$ cat config.mk
export PLATFORM = sky130hd
export DESIGN_NAME = windowed_moving_average_flat
export DESIGN_NICKNAME = d
export VERILOG_FILES = /design/src/rtl/wma_pkg.sv /design/src/rtl/wma_if.sv /design/src/rtl/wma_div.sv /design/src/rtl/windowed_moving_average.sv /design/src/flat_wrapper.sv
export SDC_FILE = /design/constraint.sdc
export NUM_CORES = 1
export LEC_CHECK = 0
export BUFFER_PORTS_ARGS = -buffer_cell sky130_fd_sc_hd__clkbuf_2
export CAP_MARGIN = 25
export CORE_ASPECT_RATIO = 0.75
export CORE_MARGIN = 2
export CORE_UTILIZATION = 45
export DETAILED_ROUTE_END_ITERATION = 8
export PLACE_DENSITY = 0.7
export SETUP_SLACK_MARGIN = 0.1
export SLEW_MARGIN = 10
export SYNTH_ARGS = -nofsm -noshare
export SYNTH_HDL_FRONTEND = slang
export SYNTH_SLANG_ARGS = --single-unit
$ cat constraint.sdc
create_clock -name i_clk -period 11.4 [get_ports i_clk]
set_input_delay 1.14 -clock i_clk [delete_from_list [all_inputs] [get_ports i_clk]]
set_output_delay 1.14 -clock i_clk [all_outputs]
set_load 0.1 [all_outputs]
$ cat src/rtl/wma_pkg.sv
`timescale 1ns / 1ps

package wma_pkg;

    // APB register map
    localparam int PADDR_W   = 2;
    localparam int PDATA_W   = 32;
    localparam logic [PADDR_W-1:0] ADDR_WINDOW_SIZE = 2'd0;

    // window_size register field
    localparam int CFG_WIN_W = 7;
    localparam int WIN_RESET = 16;

endpackage

$ cat src/rtl/wma_if.sv
`timescale 1ns / 1ps

// Input channel: one signed sample per word.
interface wma_in_if #(
    parameter int SAMPLE_WIDTH = 16
);
    logic                           valid;
    logic                           ready;
    logic signed [SAMPLE_WIDTH-1:0] sample;

    modport source (output valid, output sample, input ready);
    modport sink   (input valid, input sample, output ready);
endinterface

// Output channel: average and window-full flag per word.
interface wma_out_if #(
    parameter int SAMPLE_WIDTH = 16
);
    logic                           valid;
    logic                           ready;
    logic signed [SAMPLE_WIDTH-1:0] average;
    logic                           window_full;

    modport source (output valid, output average, output window_full, input ready);
    modport sink   (input valid, input average, input window_full, output ready);
endinterface

$ cat src/rtl/wma_div.sv
`timescale 1ns / 1ps

// Restoring unsigned divider, one quotient bit per cycle.
module wma_div #(
    parameter int SUM_W = 22,
    parameter int CNT_W = 7
) (
    input  logic             i_clk,
    input  logic             i_rst_n,
    input  logic             i_start,
    input  logic [SUM_W-1:0] i_dividend,
    input  logic [CNT_W-1:0] i_divisor,
    output logic             o_done,
    output logic [SUM_W-1:0] o_quotient
);

    localparam int STEP_W = $clog2(SUM_W + 1);

    logic              r_busy;
    logic              r_done;
    logic [STEP_W-1:0] r_cnt;
    logic [CNT_W-1:0]  r_rem;
    logic [CNT_W-1:0]  r_div;
    logic [SUM_W-1:0]  r_q;

    logic [CNT_W:0]    w_trial;
    logic [CNT_W:0]    w_diff;
    logic              w_fits;

    always_comb begin
        w_trial = {r_rem, r_q[SUM_W-1]};
        w_diff  = w_trial - {1'b0, r_div};
        w_fits  = (w_trial >= {1'b0, r_div});
    end

    always_ff @(posedge i_clk) begin
        if (!i_rst_n) begin
            r_busy <= 1'b0;
            r_done <= 1'b0;
            r_cnt  <= '0;
        end else begin
            r_done <= 1'b0;
            if (i_start) begin
                r_busy <= 1'b1;
                r_cnt  <= STEP_W'(SUM_W);
                r_rem  <= '0;
                r_div  <= i_divisor;
                r_q    <= i_dividend;
            end else if (r_busy) begin
                // shift in the next dividend bit, keep the partial remainder
                r_rem <= w_fits ? w_diff[CNT_W-1:0] : w_trial[CNT_W-1:0];
                r_q   <= {r_q[SUM_W-2:0], w_fits};
                r_cnt <= r_cnt - 1'b1;
                if (r_cnt == STEP_W'(1)) begin
                    r_busy <= 1'b0;
                    r_done <= 1'b1;
                end
            end
        end
    end

    assign o_done     = r_done;
    assign o_quotient = r_q;

endmodule

$ cat src/rtl/windowed_moving_average.sv
`timescale 1ns / 1ps
// Flow: an accepted word passes READ, ADD, SUB (only once the window is full), DIV, WAIT and OUT;
//   WAIT lasts while the divider works (one bit a cycle).
// The block takes no new word until the last one has left OUT, which waits for a free output
//   register; the input is ready only in the idle state.
// Reset: synchronous active low; window_size returns to 16 (capped at MAX_WINDOW),
//   and pointer, fill count and sum clear. The sample ring is not cleared.

// Moving average over the last window_size samples, kept as a running sum.
// Each word walks a small sequencer:
//   IDLE  - take the sample, latch the ring slot
//   READ  - fetch the sample about to be overwritten (registered memory read)
//   ADD   - add the new sample, write it into the ring, advance pointer and count
//   SUB   - subtract the overwritten sample (only once the window is full)
//   DIV   - start the divider on |sum| / fill_count
//   WAIT  - hold until the quotient is ready
//   OUT   - restore the sign, load the output register when it is free
// The ring needs no clearing: after a window_size write the slots are refilled
// in order, and an old sample is only subtracted once the window is full.
module windowed_moving_average #(
    parameter int MAX_WINDOW   = 64,
    parameter int SAMPLE_WIDTH = 16
) (
    input  logic                         i_clk,
    input  logic                         i_rst_n,

    // APB configuration port
    input  logic                         psel,
    input  logic                         penable,
    input  logic                         pwrite,
    input  logic [wma_pkg::PADDR_W-1:0]  paddr,
    input  logic [wma_pkg::PDATA_W-1:0]  pwdata,
    output logic [wma_pkg::PDATA_W-1:0]  prdata,
    output logic                         pready,

    // data channels
    wma_in_if.sink                       i_in,
    wma_out_if.source                    o_out
);

    // ring index, count / window width, and running sum width
    localparam int AW    = (MAX_WINDOW > 1) ? $clog2(MAX_WINDOW) : 1;
    localparam int CNT_W = $clog2(MAX_WINDOW + 1);
    localparam int SUM_W = SAMPLE_WIDTH + $clog2(MAX_WINDOW);
    localparam int WIN_INIT = (wma_pkg::WIN_RESET > MAX_WINDOW) ? MAX_WINDOW
                                                                : wma_pkg::WIN_RESET;

    typedef enum logic [2:0] {
        S_IDLE,
        S_READ,
        S_ADD,
        S_SUB,
        S_DIV,
        S_WAIT,
        S_OUT
    } t_state;

    t_state                          r_state;
    logic [CNT_W-1:0]                r_win;
    logic [CNT_W-1:0]                r_fill;
    logic [AW-1:0]                   r_wp;
    logic [AW-1:0]                   r_slot;
    logic signed [SUM_W-1:0]         r_sum;
    logic signed [SAMPLE_WIDTH-1:0]  r_sample;
    logic signed [SAMPLE_WIDTH-1:0]  r_old;
    logic                            r_neg;
    logic                            r_out_valid;
    logic signed [SAMPLE_WIDTH-1:0]  r_out_avg;
    logic                            r_out_full;

    // sample ring
    logic signed [SAMPLE_WIDTH-1:0]  r_store [MAX_WINDOW];

    logic                            w_cfg_wr;
    logic [wma_pkg::CFG_WIN_W-1:0]   w_cfg_val;
    logic [CNT_W-1:0]                w_slot_inc;
    logic [SUM_W-1:0]                w_mag;
    logic                            w_div_start;
    logic                            w_div_done;
    logic [SUM_W-1:0]                w_quot;
    logic [SAMPLE_WIDTH-1:0]         w_q_lo;
    logic                            w_out_free;

    assign pready    = 1'b1;
    assign prdata    = wma_pkg::PDATA_W'(r_win);
    assign w_cfg_wr  = psel && penable && pwrite && (paddr == wma_pkg::ADDR_WINDOW_SIZE);
    assign w_cfg_val = pwdata[wma_pkg::CFG_WIN_W-1:0];

    assign i_in.ready        = (r_state == S_IDLE);
    assign o_out.valid       = r_out_valid;
    assign o_out.average     = r_out_avg;
    assign o_out.window_full = r_out_full;

    always_comb begin
        w_slot_inc  = CNT_W'(r_slot) + 1'b1;
        w_mag       = r_sum[SUM_W-1] ? SUM_W'(-r_sum) : SUM_W'(r_sum);
        w_div_start = (r_state == S_DIV);
        w_q_lo      = w_quot[SAMPLE_WIDTH-1:0];
        w_out_free  = !r_out_valid || o_out.ready;
    end

    wma_div #(
        .SUM_W (SUM_W),
        .CNT_W (CNT_W)
    ) u_div (
        .i_clk      (i_clk),
        .i_rst_n    (i_rst_n),
        .i_start    (w_div_start),
        .i_dividend (w_mag),
        .i_divisor  (r_fill),
        .o_done     (w_div_done),
        .o_quotient (w_quot)
    );

    // ring memory: registered read of the slot to be overwritten, write of the new sample
    always_ff @(posedge i_clk) begin
        if (r_state == S_READ) begin
            r_old <= r_store[r_slot];
        end
        if (r_state == S_ADD) begin
            r_store[r_slot] <= r_sample;
        end
    end

    always_ff @(posedge i_clk) begin
        if (!i_rst_n) begin
            r_state     <= S_IDLE;
            r_win       <= CNT_W'(WIN_INIT);
            r_fill      <= '0;
            r_wp        <= '0;
            r_sum       <= '0;
            r_out_valid <= 1'b0;
        end else begin
            // drop the output word once taken
            if (r_out_valid && o_out.ready) begin
                r_out_valid <= 1'b0;
            end

            unique case (r_state)
                S_IDLE: begin
                    if (i_in.valid) begin
                        r_sample <= i_in.sample;
                        // guard a pointer past the window
                        r_slot   <= (CNT_W'(r_wp) >= r_win) ? '0 : r_wp;
                        r_state  <= S_READ;
                    end
                end
                S_READ: begin
                    r_state <= S_ADD;
                end
                S_ADD: begin
                    r_sum <= r_sum + SUM_W'(r_sample);
                    r_wp  <= (w_slot_inc >= r_win) ? '0 : AW'(w_slot_inc);
                    if (r_fill < r_win) begin
                        r_fill  <= r_fill + 1'b1;
                        r_state <= S_DIV;
                    end else begin
                        r_state <= S_SUB;
                    end
                end
                S_SUB: begin
                    r_sum   <= r_sum - SUM_W'(r_old);
                    r_state <= S_DIV;
                end
                S_DIV: begin
                    r_neg   <= r_sum[SUM_W-1];
                    r_state <= S_WAIT;
                end
                S_WAIT: begin
                    if (w_div_done) begin
                        r_state <= S_OUT;
                    end
                end
                S_OUT: begin
                    // hold until the output register is free
                    if (w_out_free) begin
                        r_out_valid <= 1'b1;
                        r_out_avg   <= r_neg ? -$signed(w_q_lo) : $signed(w_q_lo);
                        r_out_full  <= (r_fill == r_win);
                        r_state     <= S_IDLE;
                    end
                end
                default: begin
                    r_state <= S_IDLE;
                end
            endcase

            // window_size write: saturate, keep size on zero, always clear the window
            if (w_cfg_wr) begin
                if (32'(w_cfg_val) > MAX_WINDOW) begin
                    r_win <= CNT_W'(MAX_WINDOW);
                end else if (w_cfg_val != '0) begin
                    r_win <= CNT_W'(w_cfg_val);
                end
                r_fill <= '0;
                r_wp   <= '0;
                r_sum  <= '0;
            end
        end
    end

endmodule

$ cat src/flat_wrapper.sv
// flat-port wrapper written by rule: the top's interface ports become plain ports
module windowed_moving_average_flat 
#(
    parameter int MAX_WINDOW   = 64,
    parameter int SAMPLE_WIDTH = 16
)
  (i_clk, i_rst_n, psel, penable, pwrite, paddr, pwdata, prdata, pready, i_in_valid, i_in_sample, i_in_ready, o_out_valid, o_out_average, o_out_window_full, o_out_ready);
  wma_in_if #(.SAMPLE_WIDTH(SAMPLE_WIDTH)) i_in_i ();
  wma_out_if #(.SAMPLE_WIDTH(SAMPLE_WIDTH)) o_out_i ();
  input  logic i_clk;
  input  logic i_rst_n;
  input  logic psel;
  input  logic penable;
  input  logic pwrite;
  input  logic [wma_pkg::PADDR_W-1:0] paddr;
  input  logic [wma_pkg::PDATA_W-1:0] pwdata;
  output logic [wma_pkg::PDATA_W-1:0] prdata;
  output logic pready;
  input wire logic [$bits(i_in_i.valid)-1:0] i_in_valid;
  input wire logic [$bits(i_in_i.sample)-1:0] i_in_sample;
  output wire logic [$bits(i_in_i.ready)-1:0] i_in_ready;
  output wire logic [$bits(o_out_i.valid)-1:0] o_out_valid;
  output wire logic [$bits(o_out_i.average)-1:0] o_out_average;
  output wire logic [$bits(o_out_i.window_full)-1:0] o_out_window_full;
  input wire logic [$bits(o_out_i.ready)-1:0] o_out_ready;
  assign i_in_i.valid = i_in_valid;
  assign i_in_i.sample = i_in_sample;
  assign i_in_ready = i_in_i.ready;
  assign o_out_valid = o_out_i.valid;
  assign o_out_average = o_out_i.average;
  assign o_out_window_full = o_out_i.window_full;
  assign o_out_i.ready = o_out_ready;
  windowed_moving_average #(.MAX_WINDOW(MAX_WINDOW), .SAMPLE_WIDTH(SAMPLE_WIDTH)) u_core (.i_clk(i_clk), .i_rst_n(i_rst_n), .psel(psel), .penable(penable), .pwrite(pwrite), .paddr(paddr), .pwdata(pwdata), .prdata(prdata), .pready(pready), .i_in(i_in_i), .o_out(o_out_i));
endmodule
==> impl_summary.md, run 1 <==
Status
The flow ran to the end, and the final reports show no timing, DRC or antenna violations.

GRT
For this run, global-route usage on met2 was measured as 0.322. The layer with the highest usage after global routing is met1. The via count of the first global-routing pass is ~26k.

The initial antenna violation count came to 5. In the global route stage, met3 resource usage came out at 0.0738. The met1 track utilization from global routing is 0.332. The first global-routing pass estimated 180 mm of wire. Summed over all layers, the global routing overflow is 0. Entering global routing, the biggest net connects 99 pins. The total routing resource utilization after global routing is 0.225.

Final layout
The area of all placed cells without fillers is 53600 um^2. Leaving out fill and tap cells, the most frequent cell in the layout is edfxtp_1. The top cell types in the final layout, fill and taps aside, are edfxtp_1, nor2_1, nand2_1.

The number of nets in the layout is 3202. The filler cells instantiated in the layout total roughly 8.6k. The number of standard cells in the layout, taps in and fillers out is 4597. The end-of-flow core utilization is 0.508. The fraction of final layout cells sized beyond drive strength 1 is 0.171. The area growth from synthesis to layout is 11.7%.

Place
The routability-driven placement congestion ratio is a little over 0.9. The placed wire-length estimate is 73.2 mm. After detailed placement, the total cell area comes to 50200 um^2. The count of buffers from port buffering is 57. The setup slack at placement is 6.92 ns. The post-placement cell count is 4397.

Critical path
The arrival time at the worst endpoint is 5.11 ns. The kind of start point of the critical path is a flop. The endpoint kind of the worst setup timing path is a flop.

The critical path is of the flop to flop type. The maximum net fanout on the critical path is 57. The required time of the critical path is 11.76 ns.

Floorplan
The overall die area is about 110000 um^2. From left edge to right edge, the die measures around 380 um. The die extent in y is ~290 um. For this configuration, the core starts out at a cell density of 0.455. The number of rows created at floorplan is slightly above 100. For this design the top-level I/O count stands at 109.

The floorplan step defined a core boundary enclosing around 110000 um^2.

Clocking
The number of hold buffers added after CTS was 0. TritonCTS built the clock tree. The count of cells resized by post-cts repair is 0. The cell chosen for the clock root is clkbuf_16. The clock passes through at most 3 buffers.

The clock tree synthesis step divided the H-tree into 3 levels. After clock tree synthesis, the setup repair step added 0 buffers. The clock-pin slew on the worst setup and hold paths is 0.07 ns.

The later pin in the worst-skew pair is clocked with a latency of 0.71 ns. Counting every sink on the clock net gives 1169. Buffers inserted during clock tree synthesis total 104.

Routing
Dividing the detail-routed wire length by the instance count gives 27.3 um. For this run, the detailed router's first-pass iteration total came to 6. The vias per cell is 6.08. The total vias in the final route is 28.0k. Summed over all layers, the routed wires come to 125 mm. The count of antenna-violating nets left after detailed routing is 0. The number of DRC violations after detailed routing is 0. After the first detailed-routing iteration, the DRC count stood at 4312.

Synth
The most used flip-flop cell after synthesis is edfxtp_1. After synthesis, the share of flip-flops with an asynchronous set or reset is 0. Yosys mapped a number of flops with a built-in enable equal to 1116.

After synthesis the cells add up to 48000 um^2. For this run, the register share of the synthesized area comes to 0.721. In this run the mean area of a mapped cell was 16.2 um^2. Synthesis instantiated 70 different standard cells from the library.

The number of instances in the synthesized netlist is 2962. The synthesized flop and latch total is 1169. For this run, the number of Yosys warnings is 0.

Pwr
IR analysis of the VDD net gives a maximum drop of between 0.1 and 0.15 mV. The static leakage power is 17.7 nW. Dividing total power by cell area gives a power density of 164 nW/um^2.

STA
The final count of negative-setup-slack endpoints is 0. The setup TNS is 0 ns. The final number of hold-violating endpoints is 0. Subtracting the final worst setup slack from the clock period gives around 4.8 ns. The final worst-path cycle share is 0.417. The max-slew headroom at the worst pin is 0.143. The worst setup slack after layout is 6.65 ns. The clock tree skew after final layout is roughly 0.036 ns.

Setup repair after global routing left no endpoint under its margin. Timing would allow up to 0.210 GHz. The final count of pins violating max slew is 0.

For the pin with the worst max-slew slack, the measured transition is ~1.3 ns.

Job
The number of maximum-capacitance constraint violations is 0.

Min path
The path class of the lowest-slack min-delay path is flop to flop.
[path summary, 6_finish.rpt]
check / slack, ns / start / cells past startpoint / endpoint
worst max register to register: 6.65 / u_core.r_slot[1] / 8 / u_core.r_old[8]
worst max-delay path: 6.65 / u_core.r_slot[1] / 8 / u_core.r_old[8]
worst min-delay path: 0.49 / u_core.r_win[4] / 2 / u_core.r_win[4]
worst min register to register: 0.49 / u_core.r_win[4] / 2 / u_core.r_win[4]
[sequential cells by signal, indices dropped and copies added, names as in the netlist, 3 cells and up]
| signal | count |
|---|---|
| u_core.u_div.r_cnt | 5 |
| u_core.u_div.r_div | 7 |
| u_core.r_sum | 22 |
| u_core.r_slot | 6 |
| u_core.u_div.o_quotient | 22 |
| u_core.r_store | 1024 |
| u_core.o_out.average | 16 |
| u_core.r_sample | 16 |
| u_core.r_state | 3 |
| u_core.r_old | 16 |
| u_core.r_wp | 6 |
| u_core.u_div.r_rem | 7 |
| u_core.r_win | 7 |
| u_core.r_fill | 7 |
[kinds of logic after synthesis]
group	synth area share
XOR/XNOR	0.0133
multiplexers	0.0950
adder cells (fa/ha/maj)	0.0152
AO/OA/AOI/OAI	0.0821
other	0.000157
AND/OR/NAND/NOR	0.0524
flip-flops	0.721
buffers and inverters	0.0209
[through the flow]
| stage | total power, mW | hold slack [ns] |
|---|---|---|
| after global placement | 5.45 | 0.479 |
| after detailed placement | 5.46 | 0.479 |
| after global routing | 9.04 | 0.514 |
| final | 8.81 | 0.490 |
| after floorplan | 5.25 | 0.454 |
| after CTS | 8.82 | 0.489 |
[layout make-up]
type                       count  area, um^2  area share
tap                         1417        1770      0.0331
antenna                        2        5.00   0.0000934
sequential                  1169       34600       0.645
timing repair buffer         183        1270      0.0237
inverter                      38         144     0.00269
clock buffer                 125        2720      0.0509
multi-input combinational   1592       12500       0.234
clock inverter                71         564      0.0105
[critical path, cell delays in order (launching register included)]
cell      delay, ns
edfxtp_1       0.91
buf_4          0.81
nor2_2         0.31
buf_4          0.35
a221oi_1       0.33
nor2_1         0.10
o21ai_0        0.70
o221ai_1       0.24
or4_1          0.61
[layer usage]
layer  part of all wire  up-vias
met2               0.43     1616
met1               0.41    14120
met5             0.0011        -
met3               0.13      257
met4              0.031       10
li1                   -    11959
[synthesized netlist by cell type, drive strengths merged (25+ instances only)]
cell,count,area share
o21ai,107,0.011
clkbuf,85,0.0067
nand2,148,0.012
xnor2,32,0.0058
dfxtp,53,0.022
mux2,70,0.016
buf,102,0.011
nor2,213,0.017
mux4,109,0.051
o22ai,63,0.0082
a221oi,93,0.017
mux2i,131,0.027
a22o,25,0.0046
nor3,26,0.0027
xor2,41,0.0075
ha,55,0.014
edfxtp,1116,0.70
a22oi,50,0.0078
a21oi,125,0.013
inv,38,0.0030
[power breakdown]
group	total [mW]	switching, mW	internal, mW
registers	4.76	0.0276	4.73
clock network	3.42	1.56	1.87
logic	0.624	0.439	0.184
total	8.81	2.02	6.78
Power figures use the tool's default switching activity.
==> inputs of run 2 (changes only) <==
Settings changed: ABC_AREA set to 1.
Clock period 11.4 ns to 4.7 ns, I/O delays scaled along.
==> run 2 against run 1 <==
Against the previous run:
- clock skew is 0.015 ns lower
- die area is 1.7% lower
- via count is 9.6% higher
- routed wire length is 0.28% higher
- flip-flop and latch count stayed put
- cell count is 19% higher
- worst setup slack worse by 5.7 ns
- area after synthesis is 1.7% lower
==> impl_summary.md, run 2 <==
Job
The number of maximum-capacitance constraint violations is 0 (unchanged).

Place
The count of buffers from port buffering is 57 (unchanged). The routability-driven placement congestion ratio is 0.891 (-1.7%). The placed wire-length estimate is 76.7 mm (+4.7%).

The setup slack at placement is 1.02 ns (-5.90 ns).

Pwr
The total power density per cell area is 407 nW/um^2 (+150%). The worst voltage drop across the vdd grid is 0.481 mV (+250%). The static leakage power is 18.9 nW (+6.8%).

STA
The clock tree skew after final layout is 0.0213 ns (-0.0149 ns). The final worst-path cycle share is 0.802 (+0.386). The final number of hold-violating endpoints is 0 (unchanged). Setup repair after global routing left no endpoint under its margin. The setup TNS is 0 ns (unchanged). The highest achievable clock rate was 0.265 GHz (+26%). The final count of pins violating max slew is 0 (unchanged). The worst setup slack after layout is 0.929 ns (-5.72 ns). The clock period minus final worst setup slack was 3.77 ns (-0.980 ns). The final count of negative-setup-slack endpoints is 0 (unchanged). The smallest hold slack was 0.0343 ns (-0.456 ns). The max-slew headroom at the worst pin is 0.221 (+0.0780). The pin slew with the least headroom to its limit came to 1.16 ns (-0.129 ns).

Clocking
The clock-pin slew on the worst setup and hold paths was 0.06 ns (about the same). The buffer levels on the longest clock path is 3 (unchanged). The tree is rooted in a clkbuf_16.

TritonCTS built the clock tree. The count of cells resized by post-cts repair is 0 (unchanged). The CTS H-tree depth is 3 (unchanged). The CTS sink count is 1169 (unchanged).

The total clock buffers created by CTS came to 109 (+4.8%). The source-to-sink clock delay at the later pin of the worst-skew pair is 0.70 ns (about the same).

Synth
The number of distinct standard cells referenced by the synthesized netlist is 48 (-31%). The largest area contributor in the synthesized netlist is edfxtp_1. The share of Yosys cell area claimed by the top area cell type was 0.711 (+0.0124).

By count the netlist is led by edfxtp_1, nand2_1, nor2_1, inv_1, nand4_1. The mapped cell area came to 47100 um^2 (-1.7%). Among all flip-flop cells after synthesis, the most frequent one is edfxtp_1. The synthesized flop and latch total came to 1169 (unchanged). The yosys synthesis warning count was 0 (unchanged). The dominant cell by count in the synthesized netlist is edfxtp_1.

The fraction of registers with async set or reset after synthesis is 0 (unchanged). The per-instance average area after synthesis is 12.5 um^2 (-23%). The number of instances in the synthesized netlist is 3775 (+27%).

After synthesis, the cell types taking the most area are edfxtp_1, nand2_1, nand4_1, dfxtp_1, a22oi_1. The fraction of the yosys area taken by sequential cells is 0.734 (+0.0128). The number of flops mapped to enable cells by yosys is 1116 (unchanged).

Floorplan
The overall die area is 107000 um^2 (-1.7%). The placeable core area is 104000 um^2 (-1.8%). The count of boundary I/O pins is 109 (unchanged).

The number of rows created at floorplan was 102 (-0.97%). The die width is 378 um (-0.87%). The die extent in y was 284 um (-0.86%). The initial cell density of the core was 0.455 (about the same).

Critical path
The worst-case register-to-register setup slack is 0.93 ns (-5.72 ns). The kind of start point of the critical path is a flop. The worst setup path is of the flop to flop kind. The required time of the critical path is 5.28 ns (-6.48 ns). The maximum net fanout on the critical path came to 5 (-91%).

The worst setup path is captured at a flop. The count of cells along the worst register-to-register path is 17 (+9). The arrival time at the worst endpoint is 4.36 ns (-0.75 ns).

GRT
The global-route wire length before repair came to 186 mm (+3.0%). The final global-route overflow total is 0 (unchanged). The via count of the first global-routing pass is 28.9k (+11%). The initial antenna violation count was 1 (-4).

The largest net degree at the start of global routing is 76 (-23%). The total routing resource utilization after global routing is 0.233 (+0.00742).

Routing
The vias per cell is 5.61 (-7.7%). The count of antenna-violating nets left after detailed routing is 0 (unchanged). The wire length after detailed routing is 126 mm (+0.28%). The number of DRC violations after detailed routing was 0 (unchanged).

The DRC violation total after the first TritonRoute iteration is 4138 (-4.0%). The routed length per instance is 23.0 um (-16%). The total vias in the final route came to 30.6k (+9.6%).

The number of search-and-repair iterations in the first detailed-routing pass is 6 (unchanged).

Final layout
The fraction of final layout cells sized beyond drive strength 1 is 0.0965 (-0.0741). The area taken by flip-flops and latches is 34600 um^2 (unchanged). The register with the most flip-flops is u_core.r_store.

The number of nets in the layout is 4080 (+27%). The area growth from synthesis to layout is 13.2%. The top cell types in the final layout, fill and taps aside, are edfxtp_1, nand2_1, nor2_1. The flip-flop count of the largest register after layout came to 1024 (unchanged). Leaving out fill and tap cells, the most frequent cell in the layout is edfxtp_1. The total of fill cells in the finished design is 8550 (-0.37%). The end-of-flow core utilization is 0.515 (+0.00714). The multi-input combinational cell area is 11200 um^2 (-11%).

Min path
The worst hold path stage count is 3 (+1). The path class of the lowest-slack min-delay path is input pin to flop.

Status
The run finished with clean final reports.
## run 2: cell types whose count changed after synthesis, sizes merged, moves of 73 or more
cell,previous run,this run
a221oi,93,1
a22oi,50,133
inv,38,189
mux2i,131,1
mux4,109,0
nand2,148,1094
nand3,24,136
nand4,11,170
o21ai,107,180
## run 2: per-layer routing
metal	vias to the layer above	wire length, um	GRT usage
li1	13849	-	-
met1	14893	52500	0.342
met2	1665	54200	0.338
met3	232	15000	0.0591
met4	0	3990	0.0782
met5	-	0	0
## run 2: what timing repair did
item                                   4_1_cts  5_1_grt
hold buffers                                13        0
endpoints found under the hold margin       13        0
buffers inserted                             0        0
## run 2: where the power goes
part	leakage, nW	internal [mW]	switching [mW]
Combinational	6.75	0.395	1.19
Clock	1.68	4.78	3.77
Sequential	10.5	11.5	0.0825
## run 2: through the flow
step | std cells | power (mW) | instance area (um^2)
finish | 5460 | 21.7 | 53300
global route | 5456 | 22.3 | 53300
CTS | 5455 | 21.8 | 53300
detailed placement | 5245 | 13.4 | 49800
global placement | 5245 | 13.3 | 49800
floorplan | 3799 | 12.8 | 47200
## run 2: worst paths after layout
path                                  end                        from
hold / removal            u_core.r_win[2]                   pwdata[2]
setup / recovery         u_core.r_sum[18]         u_core.r_sample[10]
hold reg to reg   u_core.o_out.average[0]  u_core.u_div.o_quotient[0]
setup reg to reg         u_core.r_sum[18]         u_core.r_sample[10]
## run 2: worst max-delay path, cell delays in order, from the launching register on
cell	delay, ns
edfxtp_1	0.38
nor2_1	0.82
nand2_1	0.11
nor2_1	0.24
nand2_1	0.08
nand2_1	0.06
nand2_1	0.18
a41oi_1	0.40
ha_1	0.36
inv_1	0.09
o21bai_1	0.11
a21oi_1	0.13
a21boi_0	0.29
nand3_1	0.12
nand2_1	0.07
nand3_1	0.06
nand2_1	0.08
inv_1	0.04
## run 2: layout make-up
cell class	instances	area share
Tap cell	1404	0.0329
Clock inverter	51	0.00910
Inverter	193	0.0138
Multi-Input combinational cell	2272	0.209
Antenna cell	4	0.000188
Sequential cell	1169	0.648
Clock buffer	146	0.0551
Timing Repair Buffer	221	0.0314
## run 2: logic make-up after synthesis
logic type                 count (synthesis)  synth area share
and+or+nand+nor                         1677             0.149
AOI/OAI and AO/OA                        460            0.0594
adders and majority gates                 57            0.0155
muxes                                      1          0.000212
buffers and inverters                    358            0.0330
other                                      2          0.000159
xor gates and xnor gates                  51           0.00948
DFF                                     1169             0.734
